## config.mk

```make
export PLATFORM = sky130hd
export DESIGN_NAME = spectrum_bin_level_peak_hold
export DESIGN_NICKNAME = d
export VERILOG_FILES = /design/src/rtl/sblph_pkg.sv /design/src/rtl/sblph_ram.sv /design/src/rtl/sblph_isqrt.sv /design/src/rtl/spectrum_bin_level_peak_hold.sv
export VERILOG_INCLUDE_DIRS = /design/src /design/src/rtl
export SDC_FILE = /design/constraint.sdc
export NUM_CORES = 1
export LEC_CHECK = 0
export BUFFER_PORTS_ARGS = -buffer_cell sky130_fd_sc_hd__buf_4
export CAP_MARGIN = 20
export CORE_MARGIN = 3
export CORE_UTILIZATION = 50
export DETAILED_ROUTE_END_ITERATION = 10
export PLACE_DENSITY = 0.75
export SYNTH_ARGS = -nofsm -noshare
export SYNTH_HDL_FRONTEND = slang
export SYNTH_SLANG_ARGS = --single-unit
```

## constraint.sdc

```tcl
create_clock -name clk -period 8.95 [get_ports clk]
set_clock_uncertainty 0.05 [all_clocks]
set_input_delay 1.79 -clock clk [delete_from_list [all_inputs] [get_ports clk]]
set_output_delay 1.79 -clock clk [all_outputs]
set_load 0.05 [all_outputs]
```

## src/rtl/spectrum_bin_level_peak_hold_macros.svh

```systemverilog
// ---------------------------------------------------------------------------
// Spectrum bin level meter: assertion macros
// Shared concurrent assertion forms for the level meter blocks.
// ---------------------------------------------------------------------------
`ifndef SPECTRUM_BIN_LEVEL_PEAK_HOLD_MACROS_SVH
`define SPECTRUM_BIN_LEVEL_PEAK_HOLD_MACROS_SVH

// Same-cycle implication, checked outside reset.
`define SBLPH_ASSERT_NOW(lbl, ante, cons, msg) \
  lbl: assert property (@(posedge clk) disable iff (!rst_n) (ante) |-> (cons)) \
    else $error(msg);

// Next-cycle implication, checked outside reset.
`define SBLPH_ASSERT_NEXT(lbl, ante, cons, msg) \
  lbl: assert property (@(posedge clk) disable iff (!rst_n) (ante) |=> (cons)) \
    else $error(msg);

`endif

```

## src/rtl/sblph_pkg.sv

```systemverilog
// ---------------------------------------------------------------------------
// Spectrum bin level meter package
// Constants, register codes and the level mapping shared by the block.
// ---------------------------------------------------------------------------
package sblph_pkg;

  localparam int NUM_BINS_DEF = 32;

  localparam int PEAK_W  = 4;
  localparam int MAG_W   = 7;
  localparam int SUM_W   = 16;
  localparam int SQRT_W  = 8;
  localparam int ROOT_W  = 10;
  localparam int REM_W   = 12;
  localparam int STEP_W  = 3;
  localparam logic [STEP_W-1:0] LAST_STEP = 3'd7;

  localparam logic [3:0] MAX_LEVEL   = 4'd8;
  localparam logic [6:0] MAG_MAX     = 7'd127;
  localparam logic [3:0] DROOP_RESET = 4'd5;

  localparam int PADDR_W = 3;

  typedef enum logic {
    REG_LINEAR_MODE  = 1'b0,
    REG_DROOP_PERIOD = 1'b1
  } reg_idx_t;

  // The level table is 0..8 with a top entry, so it yields min(m, 8); the
  // level then saturates at eight.
  function automatic logic [3:0] bar_level_of(logic [MAG_W-1:0] mag, logic linear);
    logic [4:0] t;
    logic [4:0] lv;
    t  = mag[6:2];
    lv = t - (t >> 1);
    if (linear) begin
      return (lv > 5'(MAX_LEVEL)) ? MAX_LEVEL : lv[3:0];
    end
    return (mag > 7'(MAX_LEVEL)) ? MAX_LEVEL : mag[3:0];
  endfunction

endpackage

```

## src/rtl/sblph_ram.sv

```systemverilog
// ---------------------------------------------------------------------------
// Generic single-port-write RAM
// One write port and one read port with a registered read.
// ---------------------------------------------------------------------------
module sblph_ram #(
  parameter int WIDTH = 4,
  parameter int DEPTH = 32
) (
  input  logic                     clk,
  input  logic                     we,
  input  logic [$clog2(DEPTH)-1:0] waddr,
  input  logic [WIDTH-1:0]         wdata,
  input  logic                     re,
  input  logic [$clog2(DEPTH)-1:0] raddr,
  output logic [WIDTH-1:0]         rdata
);

  logic [WIDTH-1:0] mem [DEPTH];
  logic [WIDTH-1:0] rdata_r;

  always_ff @(posedge clk) begin
    if (we) begin
      mem[waddr] <= wdata;
    end
    if (re) begin
      rdata_r <= mem[raddr];
    end
  end

  assign rdata = rdata_r;

endmodule

```

## src/rtl/sblph_isqrt.sv

```systemverilog
// ---------------------------------------------------------------------------
// Iterative integer square root
// Floor square root of a 16-bit operand, two operand bits per cycle.
// ---------------------------------------------------------------------------
module sblph_isqrt (
  input  logic                        clk,
  input  logic                        rst_n,
  input  logic                        start,
  input  logic [sblph_pkg::SUM_W-1:0] operand,
  output logic                        busy,
  output logic [sblph_pkg::SQRT_W-1:0] root
);
  import sblph_pkg::*;

  logic              busy_r, busy_nxt;
  logic [STEP_W-1:0] cnt_r, cnt_nxt;
  logic [SUM_W-1:0]  a_r, a_nxt;
  logic [REM_W-1:0]  rem_r, rem_nxt;
  logic [ROOT_W-1:0] root_r, root_nxt;

  logic [ROOT_W-1:0] root2;
  logic [ROOT_W-1:0] trial;
  logic [REM_W-1:0]  rem2;

  always_comb begin
    root2    = {root_r[ROOT_W-2:0], 1'b0};
    rem2     = {rem_r[REM_W-3:0], a_r[SUM_W-1:SUM_W-2]};
    trial    = root2 + 1'b1;
    busy_nxt = busy_r;
    cnt_nxt  = cnt_r;
    a_nxt    = a_r;
    rem_nxt  = rem_r;
    root_nxt = root_r;
    if (start) begin
      busy_nxt = 1'b1;
      cnt_nxt  = '0;
      a_nxt    = operand;
      rem_nxt  = '0;
      root_nxt = '0;
    end else if (busy_r) begin
      a_nxt   = {a_r[SUM_W-3:0], 2'b00};
      cnt_nxt = cnt_r + 1'b1;
      if (REM_W'(trial) <= rem2) begin
        rem_nxt  = rem2 - REM_W'(trial);
        root_nxt = trial + 1'b1;
      end else begin
        rem_nxt  = rem2;
        root_nxt = root2;
      end
      if (cnt_r == LAST_STEP) begin
        busy_nxt = 1'b0;
      end
    end
  end

  always_ff @(posedge clk) begin
    if (!rst_n) begin
      busy_r <= 1'b0;
      cnt_r  <= '0;
    end else begin
      busy_r <= busy_nxt;
      cnt_r  <= cnt_nxt;
    end
    a_r    <= a_nxt;
    rem_r  <= rem_nxt;
    root_r <= root_nxt;
  end

  assign busy = busy_r;
  assign root = root_r[SQRT_W:1];

endmodule

```

## src/rtl/spectrum_bin_level_peak_hold.sv

```systemverilog
// ---------------------------------------------------------------------------
// Spectrum bin level meter with peak hold
// Magnitude, bar level and per-bin peak-hold dot for one spectrum bin.
// ---------------------------------------------------------------------------
//  Channel  Direction  Handshake            Payload
//  in_      input      in_valid / in_ready  bin_real, bin_imag, bin_index, frame_end
//  out_     output     out_valid/out_ready  bar_level, peak_level, magnitude
//  cfg      input      APB psel/penable     linear_mode at 0x0, droop_period at 0x4
//
// An item is accepted in idle, which loads the root unit and starts the peak read.
// Eight root iterations follow, then the block moves to the result state, which
// commits the peak store and the result once the output register is free.
// The block then returns to idle, where it takes the next item.
// The iterative square root sets the pace; one item is in work at a time.
// Reset clears the valid bits of the peak store, so all entries read as zero.
// A result waiting on out_ready does not block the next item until its update.
// ---------------------------------------------------------------------------
module spectrum_bin_level_peak_hold #(
  parameter int NUM_BINS = sblph_pkg::NUM_BINS_DEF
) (
  input  logic                          clk,
  input  logic                          rst_n,
  input  logic                          in_valid,
  output logic                          in_ready,
  input  logic signed [7:0]             in_bin_real,
  input  logic signed [7:0]             in_bin_imag,
  input  logic [4:0]                    in_bin_index,
  input  logic                          in_frame_end,
  output logic                          out_valid,
  input  logic                          out_ready,
  output logic [3:0]                    out_bar_level,
  output logic [3:0]                    out_peak_level,
  output logic [6:0]                    out_magnitude,
  input  logic                          psel,
  input  logic                          penable,
  input  logic                          pwrite,
  input  logic [sblph_pkg::PADDR_W-1:0] paddr,
  input  logic [31:0]                   pwdata,
  output logic [31:0]                   prdata,
  output logic                          pready
);
  import sblph_pkg::*;

  localparam int ADDR_W = $clog2(NUM_BINS);

  typedef enum logic [2:0] {
    ST_IDLE = 3'b001,
    ST_ROOT = 3'b010,
    ST_DONE = 3'b100
  } state_t;

  state_t state_r, state_nxt;

  logic              linear_mode_r;
  logic [3:0]        droop_period_r;
  logic [3:0]        droop_r;
  logic [ADDR_W-1:0] addr_r;
  logic              in_range_r;
  logic              frame_end_r;
  logic [NUM_BINS-1:0] valid_r;

  logic              out_valid_r;
  logic [3:0]        out_bar_r;
  logic [3:0]        out_peak_r;
  logic [MAG_W-1:0]  out_mag_r;

  logic              in_accept;
  logic              cfg_write;
  logic              commit;
  logic              root_busy;
  logic [SQRT_W-1:0] root;
  logic [SUM_W-1:0]  sum;
  logic signed [15:0] re_sq;
  logic signed [15:0] im_sq;
  logic [PEAK_W-1:0] ram_rdata;
  logic [PEAK_W-1:0] peak_old;
  logic [PEAK_W-1:0] peak_new;
  logic [3:0]        level;
  logic [MAG_W-1:0]  mag;
  logic              levels_ok;
  logic              done_stalled;

  assign in_ready  = (state_r == ST_IDLE);
  assign in_accept = in_valid && in_ready;
  assign cfg_write = psel && penable && pwrite && pready;
  assign pready    = 1'b1;

  always_comb begin
    unique case (reg_idx_t'(paddr[2]))
      REG_LINEAR_MODE:  prdata = {31'b0, linear_mode_r};
      REG_DROOP_PERIOD: prdata = {28'b0, droop_period_r};
      default:          prdata = '0;
    endcase
  end

  assign re_sq = in_bin_real * in_bin_real;
  assign im_sq = in_bin_imag * in_bin_imag;
  assign sum   = SUM_W'(re_sq) + SUM_W'(im_sq);

  sblph_isqrt u_isqrt (
    .clk     (clk),
    .rst_n   (rst_n),
    .start   (in_accept),
    .operand (sum),
    .busy    (root_busy),
    .root    (root)
  );

  assign commit = (state_r == ST_DONE) && (!out_valid_r || out_ready);

  assign mag      = (root > SQRT_W'(MAG_MAX)) ? MAG_MAX : root[MAG_W-1:0];
  assign level    = bar_level_of(mag, linear_mode_r);
  assign peak_old = (in_range_r && valid_r[addr_r]) ? ram_rdata : '0;

  always_comb begin
    if (level > peak_old) begin
      peak_new = level;
    end else if (droop_r == '0 && peak_old != '0) begin
      peak_new = peak_old - 1'b1;
    end else begin
      peak_new = peak_old;
    end
  end

  sblph_ram #(
    .WIDTH (PEAK_W),
    .DEPTH (NUM_BINS)
  ) u_peak_ram (
    .clk   (clk),
    .we    (commit && in_range_r),
    .waddr (addr_r),
    .wdata (peak_new),
    .re    (in_accept),
    .raddr (ADDR_W'(in_bin_index)),
    .rdata (ram_rdata)
  );

  always_comb begin
    state_nxt = state_r;
    unique case (state_r)
      ST_IDLE: if (in_accept) begin
        state_nxt = ST_ROOT;
      end
      ST_ROOT: if (!root_busy) begin
        state_nxt = ST_DONE;
      end
      ST_DONE: if (commit) begin
        state_nxt = ST_IDLE;
      end
      default: state_nxt = ST_IDLE;
    endcase
  end

  always_ff @(posedge clk) begin
    if (!rst_n) begin
      state_r        <= ST_IDLE;
      linear_mode_r  <= 1'b0;
      droop_period_r <= DROOP_RESET;
      droop_r        <= '0;
      valid_r        <= '0;
      out_valid_r    <= 1'b0;
    end else begin
      state_r <= state_nxt;
      if (cfg_write) begin
        unique case (reg_idx_t'(paddr[2]))
          REG_LINEAR_MODE:  linear_mode_r  <= pwdata[0];
          REG_DROOP_PERIOD: droop_period_r <= pwdata[3:0];
          default:          linear_mode_r  <= linear_mode_r;
        endcase
      end
      if (commit) begin
        out_valid_r <= 1'b1;
        if (in_range_r) begin
          valid_r[addr_r] <= 1'b1;
        end
        if (frame_end_r) begin
          droop_r <= (droop_r != '0) ? droop_r - 1'b1 : droop_period_r;
        end
      end else if (out_ready) begin
        out_valid_r <= 1'b0;
      end
    end
    if (in_accept) begin
      addr_r      <= ADDR_W'(in_bin_index);
      in_range_r  <= (int'(in_bin_index) < NUM_BINS);
      frame_end_r <= in_frame_end;
    end
    if (commit) begin
      out_bar_r  <= level;
      out_peak_r <= peak_new;
      out_mag_r  <= mag;
    end
  end

  assign out_valid      = out_valid_r;
  assign out_bar_level  = out_bar_r;
  assign out_peak_level = out_peak_r;
  assign out_magnitude  = out_mag_r;

  assign levels_ok    = (out_bar_r <= MAX_LEVEL) && (out_peak_r <= MAX_LEVEL);
  assign done_stalled = (state_r == ST_DONE) && out_valid_r;

`include "spectrum_bin_level_peak_hold_macros.svh"

  `SBLPH_ASSERT_NEXT(a_root_starts, in_accept, root_busy, "Root unit idle after an item")
  `SBLPH_ASSERT_NOW(a_levels_bound, out_valid_r, levels_ok, "Bar or peak out of range")
  `SBLPH_ASSERT_NEXT(a_done_waits, done_stalled && !out_ready, done_stalled, "Stalled result lost")

endmodule

```

==> impl_metrics.json <==
{
  "synth-async-reset-ratio": 0,
  "die_w_um": 179,
  "gp_congestion": 0.817,
  "synthFlopType": "edfxtp_1",
  "antenna_left": 0,
  "final_common_cell": "inv_1",
  "period_minus_slack_ns": 7.10,
  "drtPass1Iterations": 5,
  "postCtsHoldBufs": 0,
  "syn_to_final_growth_pct": 9.94,
  "max_freq_mhz": 141,
  "syn_area_per_cell_um2": 12.3,
  "drc_errors": 0,
  "crit_type": "input port to flop",
  "fillers": 2371,
  "wl_per_cell_um": 17.3,
  "worstSkewPairLatency_ns": 0.53,
  "clockBufferDepth": 3,
  "fp-row-count": 62,
  "status": "completed",
  "numPortBuffers": 54,
  "syn_area_um2": 14900,
  "critPathMaxFanout": 14,
  "dp_hpwl_mm": 20.8,
  "timing.hold.worst_path_depth": 1,
  "coreArea_um2": 29000,
  "grt_pass1_vias": 9018,
  "tritoncts": "built",
  "num_io_pins": 114,
  "r2r-end": "u_peak_ram.mem[12][3]$_DFFE_PP_",
  "required_ns": 9.13,
  "post-route-period-util": 0.794,
  "powerDensity_nw_per_um2": 313,
  "htree_levels": 1,
  "path_clk_slew_ns": 0.06,
  "drt-initial-drc-count": 537,
  "setup_viol_count_final": 0,
  "synth_cells": 1210,
  "ys_ff_latch": 236,
  "design_area_um2": 16400,
  "hold_start": "valid_r[12]$_SDFFE_PN0P_",
  "grt_usage": 0.182,
  "clockRootBuffer": "clkbuf_16",
  "cts_resized": 0,
  "layout-drive-gt1-share": 0.131,
  "grt_pass1_wl_mm": 46.5,
  "hold_viol": 0,
  "rsz0062_at_grt": "false",
  "drt-total-wl_mm": 28.6,
  "start_kind": "input port",
  "rrSetupSlack_ns": 3.95,
  "worst_pin_slew_ns": 1.01,
  "slew_headroom": 0.327,
  "placedInstanceArea_um2": 15600,
  "via_per_inst": 5.35,
  "postCtsSetupRepairBufs": 0,
  "setup_tns_ns": 0,
  "dieArea_um2": 31900,
  "grt_start_max_net_pins": 48,
  "hold_class": "flop to flop",
  "num_vias": 8863,
  "cp.arrival_ns": 7.28,
  "grt_remaining_overflow": 0,
  "maxCapViolCount": 0,
  "r2r_cells": 19,
  "synth_warnings": 0,
  "initial_core_util": 0.514,
  "setup.worst_path.end_class": "flop",
  "die_h_um": 179,
  "cts-buffers-inserted": 23,
  "slew_violations": 0,
  "clock_sinks": 236,
  "peakVddDrop_uv": 299,
  "grt_antenna_before_repair": 0,
  "yosysSeqAreaShare": 0.431,
  "r2r-start": "u_isqrt.root_r[8]$_SDFFE_PP0P_",
  "nets": 1519,
  "ys_types": 60,
  "hold_end": "valid_r[12]$_SDFFE_PN0P_",
  "p_leak_nw": 6.70,
  "diodes": 0,
  "layout_common_cells": "inv_1 (170), edfxtp_1 (169), fa_1 (112), ha_1 (86), nor2_1 (69)",
  "synth_edf_count": 169
}
==> per-stage QoR <==
step	hold WS [ns]	instances	setup WS [ns]	power, W	utilization
floorplan	0.382	1237	1.67	0.00362	-
detailed placement	0.400	1614	1.28	0.00417	0.537
finish	0.412	1658	1.85	0.00513	0.565
global placement	0.389	1613	1.34	0.00409	0.536
global route	0.424	1658	1.52	0.00562	0.565
CTS	0.414	1656	1.82	0.00518	0.564
==> cells in the mapped netlist, types with 4 or more instances <==
cell	count	area, µm²
fa_1	112	2240
clkbuf_1	28	105
or2_2	8	50.1
xnor2_1	36	315
dfxtp_1	67	1340
edfxtp_1	169	5070
and2_1	39	244
mux2i_1	24	240
o21a_1	41	308
o21ai_0	37	185
a21boi_0	4	30.0
mux2_2	8	90.1
buf_4	29	218
a21o_1	12	90.1
nand2_1	64	240
nand2b_1	8	50.1
a21oi_1	29	145
xor2_1	11	96.3
nand3_1	12	60.1
ha_1	86	1080
buf_2	5	25.0
a211oi_1	6	45.0
nor2b_1	27	169
inv_1	170	638
nor2_1	69	259
nor3_1	10	50.1
mux4_2	45	1010
==> cells by family (layout without fill, tap and decap cells) <==
group	Yosys count	count (layout)	share of synthesized area
multiplexers	81	81	0.0965
other	2	29	0.000504
flip-flops	236	236	0.431
XOR/XNOR	47	47	0.0276
AO/OA/AOI/OAI	153	153	0.0686
buffers and inverters	235	272	0.0674
adder cells (fa/ha/maj)	198	198	0.223
AND/OR/NAND/NOR	258	258	0.0861
==> sequential cells by signal (all words and copies together), names as in the netlist <==
name and cells:
addr_r 5, droop_period_r 4, droop_r 4, frame_end_r 1, linear_mode_r 1, out_bar_level 4
out_magnitude 7, out_peak_level 4, out_valid 1, state_r 3, u_isqrt.a_r 16, u_isqrt.busy 1
u_isqrt.cnt_r 3, u_isqrt.rem_r 10, u_isqrt.root_r 8, u_peak_ram.mem 128, u_peak_ram.rdata 4, valid_r 32
==> worst max path at each step <==
stage | from | endpoint | slack (ns)
after global routing | in_bin_imag[7] | u_isqrt.a_r[15]$_DFFE_PP_ | 1.52
final | in_bin_imag[7] | u_isqrt.a_r[15]$_DFFE_PP_ | 1.85
after CTS | in_bin_imag[7] | u_isqrt.a_r[15]$_DFFE_PP_ | 1.82
after detailed placement | in_bin_imag[7] | u_isqrt.a_r[15]$_DFFE_PP_ | 1.28
after floorplan | in_bin_imag[7] | u_isqrt.a_r[15]$_DFFE_PP_ | 1.67
after global placement | in_bin_imag[7] | u_isqrt.a_r[15]$_DFFE_PP_ | 1.34
==> power by group <==
part | switching [W] | leakage [nW] | internal, W
Sequential | 0.0000372 | 2.09 | 0.00132
Clock | 0.000412 | 0.380 | 0.000584
Combinational | 0.00153 | 4.24 | 0.00124
==> critical path, stage by stage <==
cell	delay, ns
buf_4	0.18
and2_1	0.53
fa_1	0.52
fa_1	0.55
fa_1	0.44
fa_1	0.52
fa_1	0.55
inv_1	0.06
fa_1	0.52
inv_1	0.04
ha_1	0.21
or3_1	0.39
a21oi_1	0.18
o21ai_0	0.18
a21o_1	0.21
a21oi_1	0.16
xnor2_1	0.15
o21ai_0	0.10
==> layout make-up <==
cell class	instances	area, µm²	area share
flip-flops and latches	236	6420	0.392
clock buffers	29	618	0.0377
clock inverters	13	168	0.0102
well taps	384	480	0.0293
multi-input cells	766	7590	0.463
repair buffers	60	473	0.0289
inverters	170	638	0.0389
==> metal layers <==
layer | global-route usage | vias up | share of wire
met2 | 0.309 | 280 | 0.49
met3 | 0.0211 | 51 | 0.055
li1 | - | 4181 | -
met4 | 0.0393 | 0 | 0.018
met5 | 0 | - | 0
met1 | 0.255 | 4351 | 0.44
Note: power is estimated with default switching activity, not from simulation.
